### src/rtl/sud_pkg.sv
`default_nettype none

package sud_pkg;

   localparam int unsigned HASH_W = 32;
   localparam int unsigned DIST_W = 11;

   localparam logic [7:0] SIG_LEN_RESET = 8'd124;
   localparam logic [7:0] BYTE_ONES = 8'hff;
   localparam logic [7:0] BYTE_ONE = 8'h01;
   localparam logic [DIST_W-1:0] DIST_MAX = 11'd2047;

   typedef enum logic [2:0] {
      OP_CLEAR    = 3'd0,
      OP_ADD_HASH = 3'd1,
      OP_OR_BYTE  = 3'd2,
      OP_MARK_ALL = 3'd3,
      OP_READ     = 3'd4,
      OP_COMPARE  = 3'd5
   } op_type;

   typedef enum logic [2:0] {
      ST_CLEAR,
      ST_IDLE,
      ST_DIV,
      ST_READ,
      ST_MODIFY,
      ST_COUNT,
      ST_EMIT
   } state_type;

   typedef struct packed {
      logic       load;
      logic       clear;
      logic [7:0] diff;
   } acc_ctrl_type;

endpackage

`default_nettype wire

### src/rtl/sud_req_if.sv
`default_nettype none

interface sud_req_if;
   logic        valid;
   logic        ready;
   logic [2:0]  req_type;
   logic [31:0] hash_value;
   logic [6:0]  byte_index;
   logic [7:0]  byte_value;
   logic        other_all_true;
   logic        last_byte;

   modport source (
      output valid, req_type, hash_value, byte_index, byte_value, other_all_true, last_byte,
      input  ready
   );

   modport sink (
      input  valid, req_type, hash_value, byte_index, byte_value, other_all_true, last_byte,
      output ready
   );
endinterface

`default_nettype wire

### src/rtl/sud_rsp_if.sv
`default_nettype none

interface sud_rsp_if;
   logic        valid;
   logic        ready;
   logic        result_kind;
   logic [7:0]  read_data;
   logic [10:0] distance;
   logic        is_all_true;

   modport source (
      output valid, result_kind, read_data, distance, is_all_true,
      input  ready
   );

   modport sink (
      input  valid, result_kind, read_data, distance, is_all_true,
      output ready
   );
endinterface

`default_nettype wire

### src/rtl/signature_union_distance_top.sv
// Bit-signature store with a Hamming distance accumulator.
// Requests arrive on req_ch (valid/ready); each transaction carries one operation:
// clear, add_hash, or_byte, mark_all_true, read_byte or compare_byte. Read results
// and distance results leave on rsp_ch through an output register. The signature
// length register is written through csr_wr_en/csr_wr_data; the user must write it
// only while the block is idle; the block does not enforce it. One transaction is
// worked on at a time; ready is high only while idle. Per request: mark_all_true,
// ignored requests and out-of-range indexes stay idle; or_byte passes read and
// modify, read_byte read, modify and emit, compare_byte read, modify and a bit-serial
// popcount (one bit a cycle), and emit with last_byte; add_hash a bit-serial
// remainder of the 32-bit hash (one bit a cycle), read and modify. An out-of-range
// compare_byte with last_byte goes straight to emit. A clear sweeps the signature
// memory one byte a cycle. After reset the same sweep runs before the first
// transaction is accepted; the length register returns to 124 and the distance sum
// to zero. When the receiver stalls, a finished result waits in the output register
// and the next transaction is accepted; a later result waits until that one is taken.
`default_nettype none

module signature_union_distance_top #(
   parameter int unsigned SIG_BYTES = 128
) (
   input  wire logic   clock,
   input  wire logic   reset,
   sud_req_if.sink     req_ch,
   sud_rsp_if.source   rsp_ch,
   input  wire logic         csr_wr_en,
   input  wire logic [7:0]   csr_wr_data
);

   localparam int unsigned AW = (SIG_BYTES > 1) ? $clog2(SIG_BYTES) : 1;
   localparam int unsigned XW = (AW > 8) ? AW : 8;
   localparam logic [7:0] LEN_CAP = (SIG_BYTES > 255) ? 8'd255 : 8'(SIG_BYTES);
   localparam logic [AW-1:0] LAST_ADDR = AW'(SIG_BYTES - 1);

   sud_pkg::state_type state_ff, state_in;

   logic [7:0]    sig_len_ff;
   logic [2:0]    op_ff;
   logic [6:0]    idx_ff;
   logic [7:0]    val_ff;
   logic          other_ff;
   logic          last_ff;
   logic          flag_ff, flag_in;
   logic [AW-1:0] clr_cnt_ff, clr_cnt_in;

   logic          rsp_valid_ff, rsp_valid_in;
   logic          rsp_kind_ff, rsp_kind_in;
   logic [7:0]    rsp_data_ff, rsp_data_in;
   logic [10:0]   rsp_dist_ff, rsp_dist_in;
   logic          rsp_flag_ff, rsp_flag_in;

   logic [7:0]    len;
   logic          in_range;
   logic          req_fire;
   logic          out_free;
   logic          emit_load;

   logic          div_start;
   logic          div_busy;
   logic [10:0]   div_rem;

   sud_pkg::acc_ctrl_type acc_ctrl;
   logic          acc_busy;
   logic [10:0]   acc_sum;

   logic          mem_wr_en;
   logic [AW-1:0] mem_wr_addr;
   logic [7:0]    mem_wr_data;
   logic          mem_rd_en;
   logic [AW-1:0] mem_addr;
   logic [XW-1:0] addr_x;
   logic [7:0]    mem_rd_data;
   logic [7:0]    mine;
   logic [7:0]    theirs;

   always_comb begin
      if (sig_len_ff == '0) begin
         len = 8'd1;
      end else if (sig_len_ff > LEN_CAP) begin
         len = LEN_CAP;
      end else begin
         len = sig_len_ff;
      end
   end

   assign in_range     = ({1'b0, req_ch.byte_index} < len);
   assign req_ch.ready = (state_ff == sud_pkg::ST_IDLE);
   assign req_fire     = req_ch.valid && req_ch.ready;
   assign out_free     = !rsp_valid_ff || rsp_ch.ready;

   // Next state
   always_comb begin
      state_in = state_ff;
      unique case (state_ff)
         sud_pkg::ST_CLEAR: begin
            if (clr_cnt_ff == LAST_ADDR) begin
               state_in = sud_pkg::ST_IDLE;
            end
         end
         sud_pkg::ST_IDLE: begin
            if (req_fire) begin
               case (req_ch.req_type) inside
                  sud_pkg::OP_CLEAR:    state_in = sud_pkg::ST_CLEAR;
                  sud_pkg::OP_ADD_HASH: state_in = sud_pkg::ST_DIV;
                  sud_pkg::OP_OR_BYTE, sud_pkg::OP_READ: begin
                     state_in = in_range ? sud_pkg::ST_READ : sud_pkg::ST_IDLE;
                  end
                  sud_pkg::OP_COMPARE: begin
                     if (in_range) begin
                        state_in = sud_pkg::ST_READ;
                     end else if (req_ch.last_byte) begin
                        state_in = sud_pkg::ST_EMIT;
                     end
                  end
                  default: state_in = sud_pkg::ST_IDLE;
               endcase
            end
         end
         sud_pkg::ST_DIV: begin
            if (!div_busy) begin
               state_in = sud_pkg::ST_READ;
            end
         end
         sud_pkg::ST_READ: state_in = sud_pkg::ST_MODIFY;
         sud_pkg::ST_MODIFY: begin
            case (op_ff)
               sud_pkg::OP_READ:    state_in = sud_pkg::ST_EMIT;
               sud_pkg::OP_COMPARE: state_in = sud_pkg::ST_COUNT;
               default:             state_in = sud_pkg::ST_IDLE;
            endcase
         end
         sud_pkg::ST_COUNT: begin
            if (!acc_busy) begin
               state_in = last_ff ? sud_pkg::ST_EMIT : sud_pkg::ST_IDLE;
            end
         end
         sud_pkg::ST_EMIT: begin
            if (out_free) begin
               state_in = sud_pkg::ST_IDLE;
            end
         end
         default: state_in = sud_pkg::ST_IDLE;
      endcase
   end

   // Datapath controls
   always_comb begin
      div_start  = req_fire && (req_ch.req_type == sud_pkg::OP_ADD_HASH);
      emit_load  = (state_ff == sud_pkg::ST_EMIT) && out_free;

      if (op_ff == sud_pkg::OP_ADD_HASH) begin
         addr_x = XW'(div_rem[10:3]);
      end else begin
         addr_x = XW'(idx_ff);
      end
      mem_addr  = addr_x[AW-1:0];
      mem_rd_en = (state_ff == sud_pkg::ST_READ);

      mem_wr_en   = 1'b0;
      mem_wr_addr = mem_addr;
      mem_wr_data = mem_rd_data | val_ff;
      if (state_ff == sud_pkg::ST_CLEAR) begin
         mem_wr_en   = 1'b1;
         mem_wr_addr = clr_cnt_ff;
         mem_wr_data = '0;
      end else if (state_ff == sud_pkg::ST_MODIFY) begin
         if (op_ff == sud_pkg::OP_ADD_HASH) begin
            mem_wr_en   = 1'b1;
            mem_wr_data = mem_rd_data | 8'(sud_pkg::BYTE_ONE << div_rem[2:0]);
         end else if (op_ff == sud_pkg::OP_OR_BYTE) begin
            mem_wr_en = 1'b1;
         end
      end

      mine          = flag_ff ? sud_pkg::BYTE_ONES : mem_rd_data;
      theirs        = other_ff ? sud_pkg::BYTE_ONES : val_ff;
      acc_ctrl.diff = mine ^ theirs;
      acc_ctrl.load = (state_ff == sud_pkg::ST_MODIFY) && (op_ff == sud_pkg::OP_COMPARE);
      acc_ctrl.clear = emit_load && (op_ff == sud_pkg::OP_COMPARE);

      clr_cnt_in = '0;
      if (state_ff == sud_pkg::ST_CLEAR) begin
         clr_cnt_in = clr_cnt_ff + AW'(1);
      end

      flag_in = flag_ff;
      if (req_fire && (req_ch.req_type == sud_pkg::OP_CLEAR)) begin
         flag_in = 1'b0;
      end else if (req_fire && (req_ch.req_type == sud_pkg::OP_MARK_ALL)) begin
         flag_in = 1'b1;
      end

      rsp_valid_in = rsp_valid_ff && !rsp_ch.ready;
      rsp_kind_in  = rsp_kind_ff;
      rsp_data_in  = rsp_data_ff;
      rsp_dist_in  = rsp_dist_ff;
      rsp_flag_in  = rsp_flag_ff;
      if (emit_load) begin
         rsp_valid_in = 1'b1;
         rsp_kind_in  = (op_ff == sud_pkg::OP_COMPARE);
         rsp_data_in  = rsp_kind_in ? 8'd0 : mine;
         rsp_dist_in  = rsp_kind_in ? acc_sum : 11'd0;
         rsp_flag_in  = flag_ff;
      end
   end

   always_ff @(posedge clock) begin
      if (reset) begin
         state_ff     <= sud_pkg::ST_CLEAR;
         clr_cnt_ff   <= '0;
         flag_ff      <= 1'b0;
         sig_len_ff   <= sud_pkg::SIG_LEN_RESET;
         rsp_valid_ff <= 1'b0;
      end else begin
         state_ff     <= state_in;
         clr_cnt_ff   <= clr_cnt_in;
         flag_ff      <= flag_in;
         rsp_valid_ff <= rsp_valid_in;
         if (csr_wr_en) begin
            sig_len_ff <= csr_wr_data;
         end
      end
   end

   always_ff @(posedge clock) begin
      if (req_fire) begin
         op_ff    <= req_ch.req_type;
         idx_ff   <= req_ch.byte_index;
         val_ff   <= req_ch.byte_value;
         other_ff <= req_ch.other_all_true;
         last_ff  <= req_ch.last_byte;
      end
      rsp_kind_ff <= rsp_kind_in;
      rsp_data_ff <= rsp_data_in;
      rsp_dist_ff <= rsp_dist_in;
      rsp_flag_ff <= rsp_flag_in;
   end

   sud_divider u_divider (
      .clock     (clock),
      .reset     (reset),
      .start     (div_start),
      .dividend  (req_ch.hash_value),
      .divisor   ({len, 3'b000}),
      .busy      (div_busy),
      .remainder (div_rem)
   );

   sud_dist_acc u_dist_acc (
      .clock (clock),
      .reset (reset),
      .ctrl  (acc_ctrl),
      .busy  (acc_busy),
      .sum   (acc_sum)
   );

   sud_sig_mem #(
      .DEPTH (SIG_BYTES),
      .AW    (AW)
   ) u_sig_mem (
      .clock   (clock),
      .wr_en   (mem_wr_en),
      .wr_addr (mem_wr_addr),
      .wr_data (mem_wr_data),
      .rd_en   (mem_rd_en),
      .rd_addr (mem_addr),
      .rd_data (mem_rd_data)
   );

   assign rsp_ch.valid       = rsp_valid_ff;
   assign rsp_ch.result_kind = rsp_kind_ff;
   assign rsp_ch.read_data   = rsp_data_ff;
   assign rsp_ch.distance    = rsp_dist_ff;
   assign rsp_ch.is_all_true = rsp_flag_ff;

endmodule

`default_nettype wire

### src/rtl/sud_divider.sv
`default_nettype none

module sud_divider (
   input  wire logic                         clock,
   input  wire logic                         reset,
   input  wire logic                         start,
   input  wire logic [sud_pkg::HASH_W-1:0]   dividend,
   input  wire logic [10:0]                  divisor,
   output logic                              busy,
   output logic [10:0]                       remainder
);

   logic [sud_pkg::HASH_W-1:0] dvd_ff, dvd_in;
   logic [10:0]                dvs_ff, dvs_in;
   logic [10:0]                rem_ff, rem_in;
   logic [5:0]                 cnt_ff, cnt_in;
   logic [11:0]                trial;

   always_comb begin
      trial  = {rem_ff, dvd_ff[sud_pkg::HASH_W-1]};
      dvd_in = dvd_ff;
      dvs_in = dvs_ff;
      rem_in = rem_ff;
      cnt_in = cnt_ff;
      if (start) begin
         dvd_in = dividend;
         dvs_in = divisor;
         rem_in = '0;
         cnt_in = 6'(sud_pkg::HASH_W);
      end else if (cnt_ff != '0) begin
         dvd_in = {dvd_ff[sud_pkg::HASH_W-2:0], 1'b0};
         if (trial >= {1'b0, dvs_ff}) begin
            rem_in = 11'(trial - {1'b0, dvs_ff});
         end else begin
            rem_in = trial[10:0];
         end
         cnt_in = cnt_ff - 6'd1;
      end
   end

   always_ff @(posedge clock) begin
      if (reset) begin
         cnt_ff <= '0;
      end else begin
         cnt_ff <= cnt_in;
      end
   end

   always_ff @(posedge clock) begin
      dvd_ff <= dvd_in;
      dvs_ff <= dvs_in;
      rem_ff <= rem_in;
   end

   assign busy      = (cnt_ff != '0);
   assign remainder = rem_ff;

endmodule

`default_nettype wire

### src/rtl/sud_dist_acc.sv
`default_nettype none

module sud_dist_acc (
   input  wire logic                        clock,
   input  wire logic                        reset,
   input  wire sud_pkg::acc_ctrl_type       ctrl,
   output logic                             busy,
   output logic [sud_pkg::DIST_W-1:0]       sum
);

   logic [7:0]                  sh_ff, sh_in;
   logic [3:0]                  cnt_ff, cnt_in;
   logic [sud_pkg::DIST_W-1:0]  sum_ff, sum_in;

   always_comb begin
      sh_in  = sh_ff;
      cnt_in = cnt_ff;
      sum_in = sum_ff;
      if (ctrl.clear) begin
         sum_in = '0;
      end
      if (ctrl.load) begin
         sh_in  = ctrl.diff;
         cnt_in = 4'd8;
      end else if (cnt_ff != '0) begin
         sh_in  = {1'b0, sh_ff[7:1]};
         cnt_in = cnt_ff - 4'd1;
         if (sh_ff[0] && (sum_ff != sud_pkg::DIST_MAX)) begin
            sum_in = sum_ff + 11'd1;
         end
      end
   end

   always_ff @(posedge clock) begin
      if (reset) begin
         cnt_ff <= '0;
         sum_ff <= '0;
      end else begin
         cnt_ff <= cnt_in;
         sum_ff <= sum_in;
      end
   end

   always_ff @(posedge clock) begin
      sh_ff <= sh_in;
   end

   assign busy = (cnt_ff != '0);
   assign sum  = sum_ff;

endmodule

`default_nettype wire

### src/rtl/sud_sig_mem.sv
`default_nettype none

module sud_sig_mem #(
   parameter int unsigned DEPTH = 128,
   parameter int unsigned AW = 7
) (
   input  wire logic          clock,
   input  wire logic          wr_en,
   input  wire logic [AW-1:0] wr_addr,
   input  wire logic [7:0]    wr_data,
   input  wire logic          rd_en,
   input  wire logic [AW-1:0] rd_addr,
   output logic [7:0]         rd_data
);

   logic [7:0] mem_ff [DEPTH];
   logic [7:0] rd_data_ff;

   always_ff @(posedge clock) begin
      if (wr_en) begin
         mem_ff[wr_addr] <= wr_data;
      end
   end

   always_ff @(posedge clock) begin
      if (rd_en) begin
         rd_data_ff <= mem_ff[rd_addr];
      end
   end

   assign rd_data = rd_data_ff;

endmodule

`default_nettype wire

### src/flat_wrapper.sv
// flat-port wrapper written by rule: the top's interface ports become plain ports
module signature_union_distance_top_flat 
#(
   parameter int unsigned SIG_BYTES = 128
)
  (clock, reset, csr_wr_en, csr_wr_data, req_ch_valid, req_ch_req_type, req_ch_hash_value, req_ch_byte_index, req_ch_byte_value, req_ch_other_all_true, req_ch_last_byte, req_ch_ready, rsp_ch_valid, rsp_ch_result_kind, rsp_ch_read_data, rsp_ch_distance, rsp_ch_is_all_true, rsp_ch_ready);
  sud_req_if req_ch_i ();
  sud_rsp_if rsp_ch_i ();
  input  wire logic clock;
  input  wire logic reset;
  input  wire logic csr_wr_en;
  input  wire logic [7:0] csr_wr_data;
  input wire logic [$bits(req_ch_i.valid)-1:0] req_ch_valid;
  input wire logic [$bits(req_ch_i.req_type)-1:0] req_ch_req_type;
  input wire logic [$bits(req_ch_i.hash_value)-1:0] req_ch_hash_value;
  input wire logic [$bits(req_ch_i.byte_index)-1:0] req_ch_byte_index;
  input wire logic [$bits(req_ch_i.byte_value)-1:0] req_ch_byte_value;
  input wire logic [$bits(req_ch_i.other_all_true)-1:0] req_ch_other_all_true;
  input wire logic [$bits(req_ch_i.last_byte)-1:0] req_ch_last_byte;
  output wire logic [$bits(req_ch_i.ready)-1:0] req_ch_ready;
  output wire logic [$bits(rsp_ch_i.valid)-1:0] rsp_ch_valid;
  output wire logic [$bits(rsp_ch_i.result_kind)-1:0] rsp_ch_result_kind;
  output wire logic [$bits(rsp_ch_i.read_data)-1:0] rsp_ch_read_data;
  output wire logic [$bits(rsp_ch_i.distance)-1:0] rsp_ch_distance;
  output wire logic [$bits(rsp_ch_i.is_all_true)-1:0] rsp_ch_is_all_true;
  input wire logic [$bits(rsp_ch_i.ready)-1:0] rsp_ch_ready;
  assign req_ch_i.valid = req_ch_valid;
  assign req_ch_i.req_type = req_ch_req_type;
  assign req_ch_i.hash_value = req_ch_hash_value;
  assign req_ch_i.byte_index = req_ch_byte_index;
  assign req_ch_i.byte_value = req_ch_byte_value;
  assign req_ch_i.other_all_true = req_ch_other_all_true;
  assign req_ch_i.last_byte = req_ch_last_byte;
  assign req_ch_ready = req_ch_i.ready;
  assign rsp_ch_valid = rsp_ch_i.valid;
  assign rsp_ch_result_kind = rsp_ch_i.result_kind;
  assign rsp_ch_read_data = rsp_ch_i.read_data;
  assign rsp_ch_distance = rsp_ch_i.distance;
  assign rsp_ch_is_all_true = rsp_ch_i.is_all_true;
  assign rsp_ch_i.ready = rsp_ch_ready;
  signature_union_distance_top #(.SIG_BYTES(SIG_BYTES)) u_core (.clock(clock), .reset(reset), .req_ch(req_ch_i), .rsp_ch(rsp_ch_i), .csr_wr_en(csr_wr_en), .csr_wr_data(csr_wr_data));
endmodule
### config.mk
export PLATFORM = sky130hd
export DESIGN_NAME = signature_union_distance_top_flat
export DESIGN_NICKNAME = d
export VERILOG_FILES = /design/src/rtl/sud_pkg.sv /design/src/rtl/sud_req_if.sv /design/src/rtl/sud_rsp_if.sv /design/src/rtl/signature_union_distance_top.sv /design/src/rtl/sud_divider.sv /design/src/rtl/sud_dist_acc.sv /design/src/rtl/sud_sig_mem.sv /design/src/flat_wrapper.sv
export SDC_FILE = /design/constraint.sdc
export NUM_CORES = 2
export LEC_CHECK = 0
export BUFFER_PORTS_ARGS = -buffer_cell sky130_fd_sc_hd__buf_4
export CELL_PAD_IN_SITES_DETAIL_PLACEMENT = 0
export CELL_PAD_IN_SITES_GLOBAL_PLACEMENT = 1
export CORE_MARGIN = 3
export CORE_UTILIZATION = 40
export DETAILED_ROUTE_END_ITERATION = 8
export PLACE_DENSITY_LB_ADDON = 0.1
export SYNTH_ARGS = -nofsm -noshare
export SYNTH_HDL_FRONTEND = slang
export SYNTH_SLANG_ARGS = --single-unit
### constraint.sdc
create_clock -name clock -period 5.8 [get_ports clock]
set_input_delay 0.58 -clock clock [delete_from_list [all_inputs] [get_ports clock]]
set_output_delay 0.58 -clock clock [all_outputs]
set_load 0.02 [all_outputs]
==> impl_results.md <==
- Pre-CTS setup slack: 1.006 ns
- Maximum clock insertion buffer count: 3
- I/O Buffers: 87
- Max FO, Critical Path: 84
- Clock period minus worst slack: 4.748 ns
- Clock Latency Late Sink: 0.75 ns
- Sequential fraction of design power: 50.8%
- RSZ-0062 raised after global routing: false
- Fin. max-slew vios: 0
- CTS tree: built
- Total Power: 19.06 mW
- Filler cell count: 10717
- Worst Skew: 0.02576 ns
- H-Tree Depth: 4
- Total grt overflow: 0
- Initial antenna violation count: 2
- Layout cells sized above 1: 11.85%
- Largest net degree at the start of global routing: 117
- Total CTS buffers: 131
- Die Wd: 352.4 um
- RePlAce Congestion: 0.8416
- Post-layout util: 46.20%
- Core Region: 118600 um^2
- Endpoints failing setup: 0
- Req. time, crit path: 6.31 ns
- FF/Latch Area: 34700 um^2
- Net Count, Synth: 3748
- Reg clk slew, reported paths: 0.06 ns
- Root Driver: clkbuf_16
- Synth area leaders: edfxtp_1 (70%), nand2_1 (6.8%), nand3_1 (4.3%)
- Biggest area consumer among synthesized cells: edfxtp_1
- Remaining antenna violation count after routing: 0
- Final Cycle Share: 81.86%
- Logic pwr share: 9.3%
- Setup_tns: 0 ns
- Pint: 14.43 mW
- Post-DP HPWL: 92020 um
- Register bit total from synthesis: 1173
- Psw: 4.626 mW
- Vias per cell: 5.599
- Most used flip-flop cell after synthesis: edfxtp_1
- Syn avg cell area: 13.10 um^2
- Post-route DRC: 0
- Critical setup path kind: register to register
- Synthesis Warnings: 0
- Wirelength per Cell: 26.68 um
- Post-synthesis cell area: 47980 um^2
- Antenna fix cells: 0
- Worst Hold Class: input pin to register
- Startpoint Class: register
- Total GRT Usage: 23.23%
- Max rail drop VDD: 287.3 uV
- Sequential area share after synthesis: 72.32%
- Clk network pwr share: 39.9%
- Die area: 124200 um^2
- Pre-antenna DRT Iters: 8
- Via Count: 30833
- Starting DRT DRC Count: 3155
- Synth unique cells: 72
- Max Cap Viol: 0
- Global-route wire length before repair: 211700 um
- Starting Density: 40.48%
- CTS Sinks: 1173
- Number of flops mapped to enable cells by yosys: 1121
- Asr flop ratio synth: 0%
- Synth cell count leaders: edfxtp_1 (1121), nand2_1 (864), nand3_1 (415)
- Hold Vio Cnt, Final: 0
- Post-DP Area: 50820 um^2
- Relative slew slack: 10.23%
- Sw Share: 24.28%
- Worst setup margin: 1.052 ns
- Most common cell in the netlist: edfxtp_1
- Achievable Freq: 0.2106 GHz
- Critical path arrival: 5.26 ns
- Area occupied by multi-input gates: 12300 um^2
- Worst-Margin Slew: 1.335 ns
- Status: completed
- Gate Count Post-Synth: 3663
- Post-Route WL: 146900 um
- Row count: 126
- Die Y: 352.4 um
- Vias in the first global route: 29925
- Ports: 88
- CP Capture Type: register
- NumNets Final: 3904
- Leak: 18.52 nW
- P&R area growth vs syn: 14.14%
- Post-route design area: 54770 um^2
- Area share of the largest cell type after synthesis: 70.15%
- PD cells: 347.9 nW/um^2
==> cell usage in the layout (no fill, tap or decap), drive strengths merged, types with 6 or more instances in the layout <==
| cell | count |
|---|---|
| a211oi | 17 |
| a21oi | 101 |
| a311oi | 11 |
| a31oi | 38 |
| a32oi | 20 |
| and2 | 25 |
| and3 | 24 |
| buf | 218 |
| clkbuf | 172 |
| clkinv | 40 |
| dfxtp | 52 |
| dlygate4sd3 | 13 |
| edfxtp | 1121 |
| ha | 19 |
| inv | 33 |
| mux2 | 36 |
| mux2i | 119 |
| mux4 | 18 |
| nand2 | 864 |
| nand2b | 22 |
| nand3 | 415 |
| nand4 | 32 |
| nor2 | 223 |
| nor2b | 12 |
| nor3 | 42 |
| nor3b | 6 |
| nor4 | 19 |
| o2111ai | 16 |
| o211ai | 8 |
| o21ai | 43 |
| o221ai | 7 |
| o22ai | 14 |
| o31ai | 6 |
| or3 | 12 |
| xnor2 | 21 |
| xor2 | 8 |
==> power by group through the flow <==
stage | clock [mW] | combinational, mW | sequential [mW]
global route | 8.09 | 1.96 | 9.70
detailed placement | 0 | 1.77 | 9.85
global placement | 0 | 1.73 | 9.84
floorplan | 0 | 1.23 | 9.78
CTS | 7.75 | 1.79 | 9.68
finish | 7.60 | 1.78 | 9.68
==> layout make-up <==
| type | instances | area share [%] |
|---|---|---|
| tap | 1600 | 3.655 |
| multi-input combinational | 2256 | 22.46 |
| clock buffer | 172 | 6.344 |
| timing repair buffer | 231 | 3.363 |
| clock inverter | 49 | 0.6419 |
| inverter | 26 | 0.1782 |
| sequential | 1173 | 63.36 |
==> timing repair <==
action                     4_1_cts  5_1_grt
hold endpoints to repair        13        0
resized for setup                0        0
hold buffers                    13        0
setup endpoints to repair        0        0
setup buffers                    0        0
==> logic make-up after synthesis <==
logic type / share of synthesized area (%)
adders and majority gates: 0.5371
buffers and inverters: 2.386
xor gates and xnor gates: 0.5293
DFF: 72.32
and+or+nand+nor: 15.65
AOI/OAI and AO/OA: 4.321
muxes: 4.253
==> registers in the layout, summed over array words and instances (netlist names), 11 cells and up <==
name,flops
u_core.u_divider.remainder,11
u_core.u_dist_acc.sum,11
u_core.u_sig_mem.mem_ff,1024
u_core.rsp_ch.distance,11
u_core.u_divider.dvd_ff,32
==> worst paths after layout <==
kind / startpoint / end / slack [ns] / cells past startpoint
worst max-delay path: u_core.op_ff[1] / u_core.u_sig_mem.rd_data[0] / 1.05 / 9
worst min-delay path: csr_wr_data[2] / u_core.sig_len_ff[2] / 0.06 / 2
worst max register to register: u_core.op_ff[1] / u_core.u_sig_mem.rd_data[0] / 1.05 / 9
worst min register to register: u_core.u_divider.remainder[10] / u_core.u_divider.remainder[10] / 0.46 / 2
==> per-stage QoR <==
stage | std cells | hold slack [ns]
2_1_floorplan | 3663 | 0.4064
3_3_place_gp | 5273 | 0.4446
3_5_place_dp | 5273 | 0.4493
4_1_cts | 5507 | 0.008146
5_1_grt | 5507 | 0.02455
6_report | 5507 | 0.05781
==> critical path, stage by stage (launching register included) <==
cell,delay (ns)
edfxtp_1,0.46
or3b_1,0.72
mux2_8,0.85
buf_4,0.52
nand2_1,0.62
a21oi_1,0.31
nor4_1,0.08
nand3_1,0.17
nand4_1,0.32
nor4_1,0.39
==> metal layers <==
| metal | share of wire, % | vias to the layer above | global-route usage (%) | wire length, um |
|---|---|---|---|---|
| met5 | 0 | - | 0 | 0 |
| met4 | 2.3 | 0 | 6.367 | 3391 |
| met3 | 6.5 | 201 | 3.791 | 9583 |
| met2 | 47 | 1157 | 37.02 | 68990 |
| met1 | 44 | 15682 | 33.10 | 64960 |
| li1 | - | 13793 | - | - |
Note: power is estimated with default switching activity, not from simulation.
